File: src/nggp_pkg.sv
package nggp_pkg;

  // ASCII codes
  localparam logic [7:0] CHAR_CR     = 8'h0D;
  localparam logic [7:0] CHAR_LF     = 8'h0A;
  localparam logic [7:0] CHAR_COMMA  = 8'h2C;
  localparam logic [7:0] CHAR_POINT  = 8'h2E;
  localparam logic [7:0] CHAR_ZERO   = 8'h30;
  localparam logic [7:0] CHAR_NINE   = 8'h39;
  localparam logic [7:0] CHAR_SOUTH  = 8'h53;
  localparam logic [7:0] CHAR_WEST   = 8'h57;

  // number reader phase
  localparam logic [1:0] PH_WHOLE = 2'd0;
  localparam logic [1:0] PH_FRAC  = 2'd1;
  localparam logic [1:0] PH_STOP  = 2'd2;

  localparam int unsigned PREFIX_LEN = 6;
  localparam int unsigned NUM_PREFIX = 3;
  localparam logic [2:0]  MAX_COMMAS = 3'd6;
  localparam logic [4:0]  FIELD_SAT  = 5'd31;

  localparam logic [2:0]  LAT_COMMA  = 3'd2;
  localparam logic [2:0]  LAT_HEM_COMMA = 3'd3;
  localparam logic [2:0]  LON_COMMA  = 3'd4;
  localparam logic [2:0]  LON_HEM_COMMA = 3'd5;

  localparam int unsigned WHOLE_W = 17;
  localparam logic [WHOLE_W-1:0] WHOLE_LIMIT = 17'd99999;

  // ddmm split: floor(x/100) = (x * RECIP_100) >> 24, exact for x < 199728
  localparam logic [17:0] RECIP_100 = 18'd167773;
  // floor(n/60) = (n * RECIP_60) >> 36, exact for n < 2^36/44
  localparam logic [30:0] RECIP_60  = 31'd1145324613;

  localparam logic [23:0] E7 = 24'd10000000;

  localparam int unsigned DEG_W  = 10;  // up to 999
  localparam int unsigned MIN_W  = 7;   // up to 99
  localparam int unsigned NUM_W  = 30;  // minutes * 1e7, below 1e9
  localparam int unsigned MINQ_W = 24;  // minutes * 1e7 / 60
  localparam int unsigned MAG_W  = 34;
  localparam int unsigned OUT_W  = 35;

  function automatic logic [23:0] pow10(input int n);
    logic [23:0] r;
    case (n)
      0: r = 24'd1;
      1: r = 24'd10;
      2: r = 24'd100;
      3: r = 24'd1000;
      4: r = 24'd10000;
      5: r = 24'd100000;
      6: r = 24'd1000000;
      7: r = 24'd10000000;
      default: r = 24'd0;
    endcase
    return r;
  endfunction

  // "$GPGGA", "$BDGGA", "$GNGGA"
  function automatic logic [7:0] prefix_char(input logic [1:0] k, input logic [2:0] pos);
    logic [7:0] c;
    case (pos)
      3'd0: c = 8'h24;
      3'd1: c = (k == 2'd1) ? 8'h42 : 8'h47;
      3'd2: c = (k == 2'd0) ? 8'h50 : ((k == 2'd1) ? 8'h44 : 8'h4E);
      3'd3: c = 8'h47;
      3'd4: c = 8'h47;
      3'd5: c = 8'h41;
      default: c = 8'h00;
    endcase
    return c;
  endfunction

endpackage

File: src/nmea_gga_position_parser.sv
// NMEA GGA position parser. Takes one received character per item and, when
// CR or LF closes a line that starts with $GPGGA, $BDGGA or $GNGGA and holds
// at least six commas, gives one result: latitude and longitude in signed
// units of 1e-7 degree (ddmm.mmmm converted exactly and truncated, negative
// for S and W), the character after comma 3 and after comma 5, and has_fix
// when both positions are nonzero. Lines beyond LINE_CAPACITY-1 characters
// keep their first part only; the CR/LF still closes them. Rate: one
// character per cycle while in_ready_o is high. Each character updates the
// line state; a closing character hands the captured fields to a
// seven-stage conversion pipeline (split into degrees and minutes, scale,
// divide by 60 through a reciprocal multiply, add, sign). Stages collapse
// bubbles, and rx_byte is refused only when every conversion stage holds
// a result the sink has not taken.
module nmea_gga_position_parser #(
  parameter int unsigned LINE_CAPACITY   = 128,
  parameter int unsigned FIELD_CHARS     = 19,
  parameter int unsigned FRACTION_DIGITS = 5
) (
  input  logic        clk_i,
  input  logic        rst_ni,
  input  logic        in_valid_i,
  output logic        in_ready_o,
  input  logic [7:0]  rx_byte_i,
  output logic        out_valid_o,
  input  logic        out_ready_i,
  output logic signed [34:0] latitude_e7_o,
  output logic signed [34:0] longitude_e7_o,
  output logic [7:0]  lat_hemisphere_o,
  output logic [7:0]  lon_hemisphere_o,
  output logic        has_fix_o
);
  import nggp_pkg::*;

  localparam int unsigned KW     = $clog2(LINE_CAPACITY);
  localparam int unsigned FRAC_W = $clog2(10 ** FRACTION_DIGITS);
  localparam int unsigned FDW    = $clog2(FRACTION_DIGITS + 1);
  localparam logic [23:0] FRAC_SCALE = pow10(7 - FRACTION_DIGITS);
  localparam int unsigned NST    = 7;  // conversion stages incl. output register

  // ---------------------------------------------------------------------
  // Line state
  // ---------------------------------------------------------------------
  logic [KW-1:0]      kept_q, kept_d;
  logic [2:0]         prefix_q, prefix_d;
  logic [2:0]         comma_q, comma_d;
  logic [4:0]         flen_q, flen_d;
  logic [1:0]         phase_q, phase_d;
  logic [WHOLE_W-1:0] whole_q [2];
  logic [WHOLE_W-1:0] whole_d [2];
  logic [FRAC_W-1:0]  frac_q [2];   // kept pre-scaled to FRACTION_DIGITS places
  logic [FRAC_W-1:0]  frac_d [2];
  logic [FDW-1:0]     fdig_q [2];
  logic [FDW-1:0]     fdig_d [2];
  logic [7:0]         hem_q [2];
  logic [7:0]         hem_d [2];

  // Pipeline handshake
  logic [NST-1:0] sv_q, sv_d, mv, free;

  logic in_acc, is_term, is_digit, emit;
  logic [3:0] digit;
  logic       lane_act, lane;
  logic [WHOLE_W-1:0] w_sel;
  logic [FRAC_W-1:0]  f_sel;
  logic [FDW-1:0]     fd_sel;
  logic [19:0]        w_next;
  logic [27:0]        f_add;

  assign in_acc   = in_valid_i && in_ready_o;
  assign is_term  = (rx_byte_i == CHAR_CR) || (rx_byte_i == CHAR_LF);
  assign is_digit = (rx_byte_i >= CHAR_ZERO) && (rx_byte_i <= CHAR_NINE);
  assign digit    = is_digit ? 4'(rx_byte_i - CHAR_ZERO) : 4'd0;
  assign emit     = in_acc && is_term && (kept_q != '0) && (prefix_q != 3'd0) &&
                    (kept_q >= KW'(PREFIX_LEN)) && (comma_q >= MAX_COMMAS);

  // lat field after comma 2, lon field after comma 4
  assign lane_act = (comma_q == LAT_COMMA) || (comma_q == LON_COMMA);
  assign lane     = (comma_q == LON_COMMA);
  assign w_sel    = whole_q[lane];
  assign f_sel    = frac_q[lane];
  assign fd_sel   = fdig_q[lane];
  assign w_next   = 20'(w_sel) * 20'd10 + 20'(digit);
  assign f_add    = 28'(digit) *
                    28'(pow10(int'(FRACTION_DIGITS) - 1 - int'(fd_sel)));

  always_comb begin
    kept_d   = kept_q;
    prefix_d = prefix_q;
    comma_d  = comma_q;
    flen_d   = flen_q;
    phase_d  = phase_q;
    whole_d  = whole_q;
    frac_d   = frac_q;
    fdig_d   = fdig_q;
    hem_d    = hem_q;
    if (in_acc) begin
      if (is_term) begin
        if (kept_q != '0) begin
          kept_d   = '0;
          prefix_d = '1;
          comma_d  = '0;
          flen_d   = '0;
          phase_d  = PH_WHOLE;
          for (int i = 0; i < 2; i++) begin
            whole_d[i] = '0;
            frac_d[i]  = '0;
            fdig_d[i]  = '0;
            hem_d[i]   = '0;
          end
        end
      end else if (kept_q < KW'(LINE_CAPACITY - 1)) begin
        kept_d = kept_q + 1'b1;
        if (kept_q < KW'(PREFIX_LEN)) begin
          for (int k = 0; k < NUM_PREFIX; k++) begin
            if (rx_byte_i != prefix_char(2'(k), kept_q[2:0])) prefix_d[k] = 1'b0;
          end
        end
        if (flen_q == '0) begin
          if (comma_q == LAT_HEM_COMMA) hem_d[0] = rx_byte_i;
          else if (comma_q == LON_HEM_COMMA) hem_d[1] = rx_byte_i;
        end
        if (rx_byte_i == CHAR_COMMA) begin
          if (comma_q < MAX_COMMAS) comma_d = comma_q + 1'b1;
          flen_d  = '0;
          phase_d = PH_WHOLE;
        end else begin
          if (flen_q < 5'(FIELD_CHARS) && lane_act) begin
            case (phase_q)
              PH_WHOLE: begin
                if (is_digit) begin
                  whole_d[lane] = (w_next > 20'(WHOLE_LIMIT)) ? WHOLE_LIMIT :
                                  w_next[WHOLE_W-1:0];
                end else if (rx_byte_i == CHAR_POINT) begin
                  phase_d = PH_FRAC;
                end else begin
                  phase_d = PH_STOP;
                end
              end
              PH_FRAC: begin
                if (is_digit) begin
                  if (fd_sel < FDW'(FRACTION_DIGITS)) begin
                    frac_d[lane] = f_sel + f_add[FRAC_W-1:0];
                    fdig_d[lane] = fd_sel + 1'b1;
                  end
                end else begin
                  phase_d = PH_STOP;
                end
              end
              default: ;
            endcase
          end
          if (flen_q < FIELD_SAT) flen_d = flen_q + 1'b1;
        end
      end
    end
  end

  always_ff @(posedge clk_i or negedge rst_ni) begin
    if (!rst_ni) begin
      kept_q   <= '0;
      prefix_q <= '1;
      comma_q  <= '0;
      flen_q   <= '0;
      phase_q  <= PH_WHOLE;
      for (int i = 0; i < 2; i++) begin
        whole_q[i] <= '0;
        frac_q[i]  <= '0;
        fdig_q[i]  <= '0;
        hem_q[i]   <= '0;
      end
    end else begin
      kept_q   <= kept_d;
      prefix_q <= prefix_d;
      comma_q  <= comma_d;
      flen_q   <= flen_d;
      phase_q  <= phase_d;
      whole_q  <= whole_d;
      frac_q   <= frac_d;
      fdig_q   <= fdig_d;
      hem_q    <= hem_d;
    end
  end

  // ---------------------------------------------------------------------
  // Conversion pipeline; lane 0 latitude, lane 1 longitude.
  // A stage moves when it holds an item and the next one is free.
  // ---------------------------------------------------------------------
  always_comb begin
    mv[NST-1]   = sv_q[NST-1] && out_ready_i;
    free[NST-1] = !sv_q[NST-1] || mv[NST-1];
    for (int s = NST - 2; s >= 0; s--) begin
      mv[s]   = sv_q[s] && free[s+1];
      free[s] = !sv_q[s] || mv[s];
    end
    sv_d = sv_q & ~mv;
    if (emit) sv_d[0] = 1'b1;
    for (int s = 1; s < NST; s++) begin
      if (mv[s-1]) sv_d[s] = 1'b1;
    end
  end

  assign in_ready_o = free[0];

  always_ff @(posedge clk_i or negedge rst_ni) begin
    if (!rst_ni) sv_q <= '0;
    else         sv_q <= sv_d;
  end

  // stage 1: captured fields
  logic [WHOLE_W-1:0] s1_whole_q [2];
  logic [FRAC_W-1:0]  s1_frac_q [2];
  logic [7:0]         s1_hem_q [2];
  // stage 2: degrees
  logic [WHOLE_W-1:0] s2_whole_q [2];
  logic [DEG_W-1:0]   s2_deg_q [2];
  logic [FRAC_W-1:0]  s2_frac_q [2];
  logic [7:0]         s2_hem_q [2];
  // stage 3: minutes, degrees scaled
  logic [MIN_W-1:0]   s3_min_q [2];
  logic [MAG_W-1:0]   s3_dege7_q [2];
  logic [FRAC_W-1:0]  s3_frac_q [2];
  logic [7:0]         s3_hem_q [2];
  // stage 4: minutes * 1e7
  logic [NUM_W-1:0]   s4_num_q [2];
  logic [MAG_W-1:0]   s4_dege7_q [2];
  logic [7:0]         s4_hem_q [2];
  // stage 5: minutes / 60
  logic [MINQ_W-1:0]  s5_minq_q [2];
  logic [MAG_W-1:0]   s5_dege7_q [2];
  logic [7:0]         s5_hem_q [2];
  // stage 6: magnitude
  logic [MAG_W-1:0]   s6_mag_q [2];
  logic [7:0]         s6_hem_q [2];
  // output register
  logic [OUT_W-1:0]   o_pos_q [2];
  logic [7:0]         o_hem_q [2];
  logic               o_fix_q;

  logic [34:0] deg_prod [2];
  logic [16:0] min_diff [2];
  logic [60:0] q_prod [2];

  always_comb begin
    for (int i = 0; i < 2; i++) begin
      deg_prod[i] = 35'(s1_whole_q[i]) * 35'(RECIP_100);
      min_diff[i] = s2_whole_q[i] - 17'(s2_deg_q[i]) * 17'd100;
      q_prod[i]   = 61'(s4_num_q[i]) * 61'(RECIP_60);
    end
  end

  always_ff @(posedge clk_i) begin
    if (emit) begin
      for (int i = 0; i < 2; i++) begin
        s1_whole_q[i] <= whole_q[i];
        s1_frac_q[i]  <= frac_q[i];
        s1_hem_q[i]   <= hem_q[i];
      end
    end
    if (mv[0]) begin
      for (int i = 0; i < 2; i++) begin
        s2_whole_q[i] <= s1_whole_q[i];
        s2_deg_q[i]   <= deg_prod[i][33:24];
        s2_frac_q[i]  <= s1_frac_q[i];
        s2_hem_q[i]   <= s1_hem_q[i];
      end
    end
    if (mv[1]) begin
      for (int i = 0; i < 2; i++) begin
        s3_min_q[i]   <= min_diff[i][MIN_W-1:0];
        s3_dege7_q[i] <= MAG_W'(s2_deg_q[i]) * MAG_W'(E7);
        s3_frac_q[i]  <= s2_frac_q[i];
        s3_hem_q[i]   <= s2_hem_q[i];
      end
    end
    if (mv[2]) begin
      for (int i = 0; i < 2; i++) begin
        s4_num_q[i]   <= NUM_W'(s3_min_q[i]) * NUM_W'(E7) +
                         NUM_W'(s3_frac_q[i]) * NUM_W'(FRAC_SCALE);
        s4_dege7_q[i] <= s3_dege7_q[i];
        s4_hem_q[i]   <= s3_hem_q[i];
      end
    end
    if (mv[3]) begin
      for (int i = 0; i < 2; i++) begin
        s5_minq_q[i]  <= q_prod[i][59:36];
        s5_dege7_q[i] <= s4_dege7_q[i];
        s5_hem_q[i]   <= s4_hem_q[i];
      end
    end
    if (mv[4]) begin
      for (int i = 0; i < 2; i++) begin
        s6_mag_q[i] <= s5_dege7_q[i] + MAG_W'(s5_minq_q[i]);
        s6_hem_q[i] <= s5_hem_q[i];
      end
    end
    if (mv[5]) begin
      // S and W flip the sign
      o_pos_q[0] <= (s6_hem_q[0] == CHAR_SOUTH) ? -OUT_W'(s6_mag_q[0]) : OUT_W'(s6_mag_q[0]);
      o_pos_q[1] <= (s6_hem_q[1] == CHAR_WEST)  ? -OUT_W'(s6_mag_q[1]) : OUT_W'(s6_mag_q[1]);
      o_hem_q    <= s6_hem_q;
      o_fix_q    <= (s6_mag_q[0] != '0) && (s6_mag_q[1] != '0);
    end
  end

  assign out_valid_o      = sv_q[NST-1];
  assign latitude_e7_o    = $signed(o_pos_q[0]);
  assign longitude_e7_o   = $signed(o_pos_q[1]);
  assign lat_hemisphere_o = o_hem_q[0];
  assign lon_hemisphere_o = o_hem_q[1];
  assign has_fix_o        = o_fix_q;

endmodule

File: config.mk
export PLATFORM = sky130hd
export DESIGN_NAME = nmea_gga_position_parser
export DESIGN_NICKNAME = d
export VERILOG_FILES = /design/src/nggp_pkg.sv /design/src/nmea_gga_position_parser.sv
export SDC_FILE = /design/constraint.sdc
export NUM_CORES = 2
export LEC_CHECK = 0
export BUFFER_PORTS_ARGS = -buffer_cell sky130_fd_sc_hd__buf_2
export CORE_MARGIN = 2
export CORE_UTILIZATION = 59
export CTS_CLUSTER_DIAMETER = 150
export DETAILED_ROUTE_END_ITERATION = 8
export MAX_ROUTING_LAYER = met4
export PLACE_DENSITY = 0.74
export SKIP_LAST_GASP = 1
export SLEW_MARGIN = 0
export SYNTH_ARGS = -nofsm -noshare
export SYNTH_HDL_FRONTEND = slang
export SYNTH_SLANG_ARGS = --single-unit
File: constraint.sdc
create_clock -name clk_i -period 15 [get_ports clk_i]
set_clock_uncertainty 0.15 [all_clocks]
set_input_delay 2.25 -clock clk_i [delete_from_list [all_inputs] [get_ports clk_i]]
set_output_delay 2.25 -clock clk_i [all_outputs]
set_load 0.02 [all_outputs]
# Word-level counts from Yosys, hierarchy flattened
# Memory sizes are Yosys's and may differ from the RTL's. A register that Yosys moved wholly into a read port is not among the register bits.
# Index checks and enable logic that the tools add are counted.
totals:
  reg_bits: 134
  latch_bits: 0
  ram_bits: 720
  mem_bits_ro: 168
  input_bits: 12
  out_inout_bits: 89
  word_cells: 296
  n_memories: 20
op_classes:
  add_sub_neg: 16
  mul: 14
  n_div: 0
  n_lt_le_gt_ge: 13
  eq_ne: 24
  n_shift: 0
  muxes: 115
  bitwise_logic: 3
  n_reduce_logical: 72
mem_list:
  columns: ["name", "depth", "width", "rd", "rd_clocked_by_memory_dff", "wr", "line_no", "text"]
  rows:
  - ["(name not given)", 8, 21, 1, 0, 0, "nggp_pkg.sv:47", "case (n)"]
  - ["o_pos_q", 2, 35, 2, 0, 2, "nmea_gga_position_parser.sv:235", "logic [OUT_W-1:0] o_pos_q [2];"]
  - ["s4_dege7_q", 2, 34, 2, 0, 2, "nmea_gga_position_parser.sv:225", "logic [MAG_W-1:0] s4_dege7_q [2];"]
  - ["s5_dege7_q", 2, 34, 2, 0, 2, "nmea_gga_position_parser.sv:229", "logic [MAG_W-1:0] s5_dege7_q [2];"]
  - ["s6_mag_q", 2, 34, 2, 0, 2, "nmea_gga_position_parser.sv:232", "logic [MAG_W-1:0] s6_mag_q [2];"]
  - ["s4_num_q", 2, 30, 2, 0, 2, "nmea_gga_position_parser.sv:224", "logic [NUM_W-1:0] s4_num_q [2];"]
  - ["+14 memories", null, null, null, null, null, null, null]
op_table:
  columns: ["op", "n"]
  rows:
  - ["$mux W34", 14]
  - ["$mux W17", 8]
  - ["$mul A30 B31 Y60 const B", 2]
  - ["$mux W8", 15]
  - ["$mux W35", 2]
  - ["$neg A34 Y35", 2]
  - ["$add A34 B24 Y34", 2]
  - ["$bwmux W34", 2]
  - ["$mul A17 B18 Y34 const B", 2]
  - ["$reduce_bool A34 Y1", 2]
  - ["$mux W16", 4]
  - ["$add A30 B24 Y30", 2]
  - ["$pmux W7 S4", 2]
  - ["$mul A10 B17 Y27 const B", 2]
  - ["$mux W6", 8]
  - ["$mul A7 B17 Y23 const B", 2]
  - ["$mul A17 B5 Y22 const B", 2]
  - ["$mux W3", 13]
  - ["$pmux W7 S5", 1]
  - ["$reduce_bool A2 Y1", 15]
  - ["$logic_not A29 Y1", 1]
  - ["$mux W5", 5]
  - ["$reduce_and A5 Y1", 5]
  - ["$mul A4 B24 Y17", 1]
  - ["60 further kinds", 143]

# Logic depth before layout (Yosys ltp)
depth:
  ltp_word: 22
  depth_mapped: 26
  ltp_nobuf: 26

# Least setup slack after synthesis
# OpenSTA, ideal clock, no wires.
synth_timing:
  path_type: "input port to flip-flop"
  startpoint: "input rx_byte_i[6]"
  endpoint: "memory s1_frac_q[0][0] (netlist name) (enable)"
  setup_ps: 977
  t_arrival_ps: 17115
  t_required_ps: 13873
  slack_ps: -3242
  stages: 9
  n_path_buf: 3
  path_cell_list: "buf_2 -> or4b_1 -> clkbuf_1 -> or3_1 -> nor2_1 -> and3_1 -> buf_2 -> inv_1 -> a2111oi_0"
synth_lines:
  columns: ["element", "line_no", "text"]
  rows:
  - ["start: declaration", "nmea_gga_position_parser.sv:23", "input logic [7:0] rx_byte_i,"]
  - ["end: declaration", "nmea_gga_position_parser.sv:211", "logic [FRAC_W-1:0] s1_frac_q [2];"]

==> impl_metrics.toml <==
[min_path]
min-delay-start = "s1_frac_q[0][18]"
whs_endpoint = "s2_frac_q[0][18]"
hold_class = "reg2reg"
hold-path-cell-count = 0

[timing]
setup_violations = 0
final_hold_viol_count = 0
max_freq_ghz = 0.130
drv_slew = 0
tns_ns = 0
worstMarginPinSlew_ns = 1.15
rsz0062_at_grt = "false"
timing.slew.headroom_pct = 23.0
finalCriticalPeriod_ns = 7.68
min_period_over_period_pct = 51.2

[synthesis]
synth_top_family_by_area = "adder cells"
synth_edf_count = 701
syn_nets = 8339
synth_area_leaders = "edfxtp_1 29%, ha_1 23%, fa_1 17%"
ys_warn_count = 0
async_flop_share_pct = 14.3
syn_avg_cell_area_sq_um = 11.4
synth.top_cell.area_share_pct = 29.0
synth-compound-area-share_pct = 7.87
synth.most_common_cell = "ha_1"
ys.flop_type = "edfxtp_1"
synth-seq-cells = 818
synthMuxAreaShare_pct = 0.747
synthesis.area_sq_um = 72500
seq_area_frac_synth_pct = 33.1
syn_inst = 6359
synthSimpleGateAreaFrac_pct = 6.66
synth-xor-area-share_pct = 4.59
synth_cell_type_count = 95
synth_common_cells = "1361 x ha_1, 1266 x inv_1, 701 x edfxtp_1, 607 x fa_1, 243 x xnor2_1"
yosys.area.top_type = "edfxtp_1"
synthAdderAreaFrac_pct = 40.2

[detailed_routing]
num_vias = 45100
first_pass_iters = 5
drtAntennaViolNets = 0
vias_per_cell = 5.49
drtIter0Drc = 2766
wl_mm = 145
routedWlPerCell_microns = 17.7
drc = 0

[placement]
place.gp.congestion = 0.942
dpl.cell_count = 8055
io_buffers = 100
place_hpwl_mm = 119

[die]
ioPinCount = 101
die_height_microns = 355
die-area_sq_um = 126000
num_rows = 128
core_area_sq_um = 122000
start_util_pct = 59.5
fp.dieW_microns = 355

[global_route]
grt_remaining_overflow = 0
grt_max_degree = 88
antenna_found_initial = 3
grt_pass1_wl_mm = 238
grt_pass1_vias = 46200
grt_usage_pct = 24.3

[setup_path]
crit_slowest_cell = "o31ai_1"
cp_common_cell = "fa_1"
worstPathMaxFanout = 6
reg2regPathDepth = 22
worstPathCellList = "ha_1 > fa_1 > ha_1 > inv_1 > fa_1 > inv_1 > fa_1 > inv_1 > fa_1 > fa_1 > inv_1 > ha_1 > ha_1 > and4_1 > nand2_1 > nor4_1 > o32ai_1 > o31ai_1 > o21ai_0 > o41ai_1 > a21oi_1 > xnor2_1"
endpoint_kind = "flop"
reg2reg_from = "s4_num_q[0][48]"
critical-path-top-delay-family = "adder cells"
crit_required_ns = 15.27
critPathBufInv = 4
slowest_delay_ns = 0.68
r2r-end = "s5_minq_q[0][47]"
crit_type = "reg2reg"
cp.arrival_ns = 7.95
rrSetupSlack_ns = 7.32
setup.worst_path.start_class = "flop"
crit_path_start = "s4_num_q[0][48]"

[final_layout]
fin_cells = 8212
multiInputGateArea_sq_um = 43600
drive_gt1_share_pct = 5.16
seq_area_sq_um = 24000
utilization_pct = 63.9
nets = 8495
syn2layout_area_growth_pct = 7.35
fillers = 9322

[clock_network]
numClockSinks = 818
cts_root_buf = "clkbuf_16"
hold_buffers = 0
post_cts_resized = 0
htreeDepth = 3
clkLatencyLatePin_ns = 0.68
clock_path_buffers = 3
cts_tree = "done"
path_clk_slew_ns = 0.06
cts_buffers = 83
postCtsSetupRepairBufs = 0

[pwr]
peakVddDrop_mv = 0.0937
pwr_density_cell_nw_per_um2 = 60.5
p_leak_nw = 37.3

[outcome]
status = "completed"

[job]
max_cap_viol_count = 0
sequential cells by signal, indices dropped and copies added, names as in the netlist, 48 cells and up:
name and count:
o_pos_q 70, s3_dege7_q 54, s4_dege7_q 54, s4_num_q 56
s5_dege7_q 54, s5_minq_q 48, s6_mag_q 68
stage by stage:
step | hold WS (ns) | area, sq um | total power, mW | worst slack [ns]
final | 0.241 | 77800 | 4.71 | 7.32
after global routing | 0.258 | 77800 | 4.86 | 6.94
after floorplan | 0.250 | 72500 | 2.61 | 0.919
after detailed placement | 0.255 | 75000 | 2.65 | 7.13
after global placement | 0.251 | 75000 | 2.64 | 7.30
after CTS | 0.231 | 77800 | 4.76 | 7.32
cell families (layout without fill, tap and decap cells):
group / Yosys count / after routing
adders and majority gates: 1968 / 1968
buffers and inverters: 1311 / 1537
and+or+nand+nor: 961 / 961
AOI/OAI and AO/OA: 871 / 871
DFF: 818 / 818
xor gates and xnor gates: 380 / 380
muxes: 50 / 50
other: 0 / 2
layout by cell type (no fill, tap or decap), types with 83 or more instances in the layout:
cell and count:
nor2_1 239, edfxtp_1 701, xor2_1 137, nand2_1 222, clkbuf_16 83, inv_1 1266
dfrtp_1 114, nand3_1 90, ha_1 1361, xnor2_1 243, a21oi_1 225, fa_1 607
o21ai_0 202, a21o_1 89, buf_2 99
power breakdown:
part | total [mW] | switching, mW | internal [mW]
Combinational | 0.117 | 0.0715 | 0.0455
Sequential | 2.48 | 0.0279 | 2.46
Clock | 2.11 | 0.914 | 1.20
final cells by class:
| type | count | share of cell area [%] |
|---|---|---|
| Clock inverter | 43 | 0.775 |
| Inverter | 1269 | 6.12 |
| Tap cell | 1625 | 2.61 |
| Sequential cell | 818 | 30.8 |
| Antenna cell | 2 | 0.00643 |
| Timing Repair Buffer | 113 | 0.772 |
| Multi-Input combinational cell | 4230 | 56.0 |
| Clock buffer | 112 | 2.87 |
worst max-delay path by stage:
| stage | endpoint | slack (ns) | cells past startpoint |
|---|---|---|---|
| finish | s5_minq_q[0][47] | 7.32 | 22 |
| global route | s5_minq_q[0][47] | 6.94 | 22 |
| CTS | s5_minq_q[0][47] | 7.32 | 22 |
| detailed placement | frac_q[16] | 7.13 | 20 |
| global placement | frac_q[33] | 7.30 | 20 |
| floorplan | s1_frac_q[0][0] | 0.92 | 9 |
metal layers:
layer | track usage [%] | vias to the layer above | part of all wire (%)
met3 | 2.87 | 199 | 4.5
met4 | 5.89 | 0 | 2.5
met1 | 33.7 | 21900 | 47
li1 | - | 22100 | -
met2 | 38.4 | 876 | 46
met5 | - | - | 0
No activity file was read; power rests on OpenSTA's default activity.
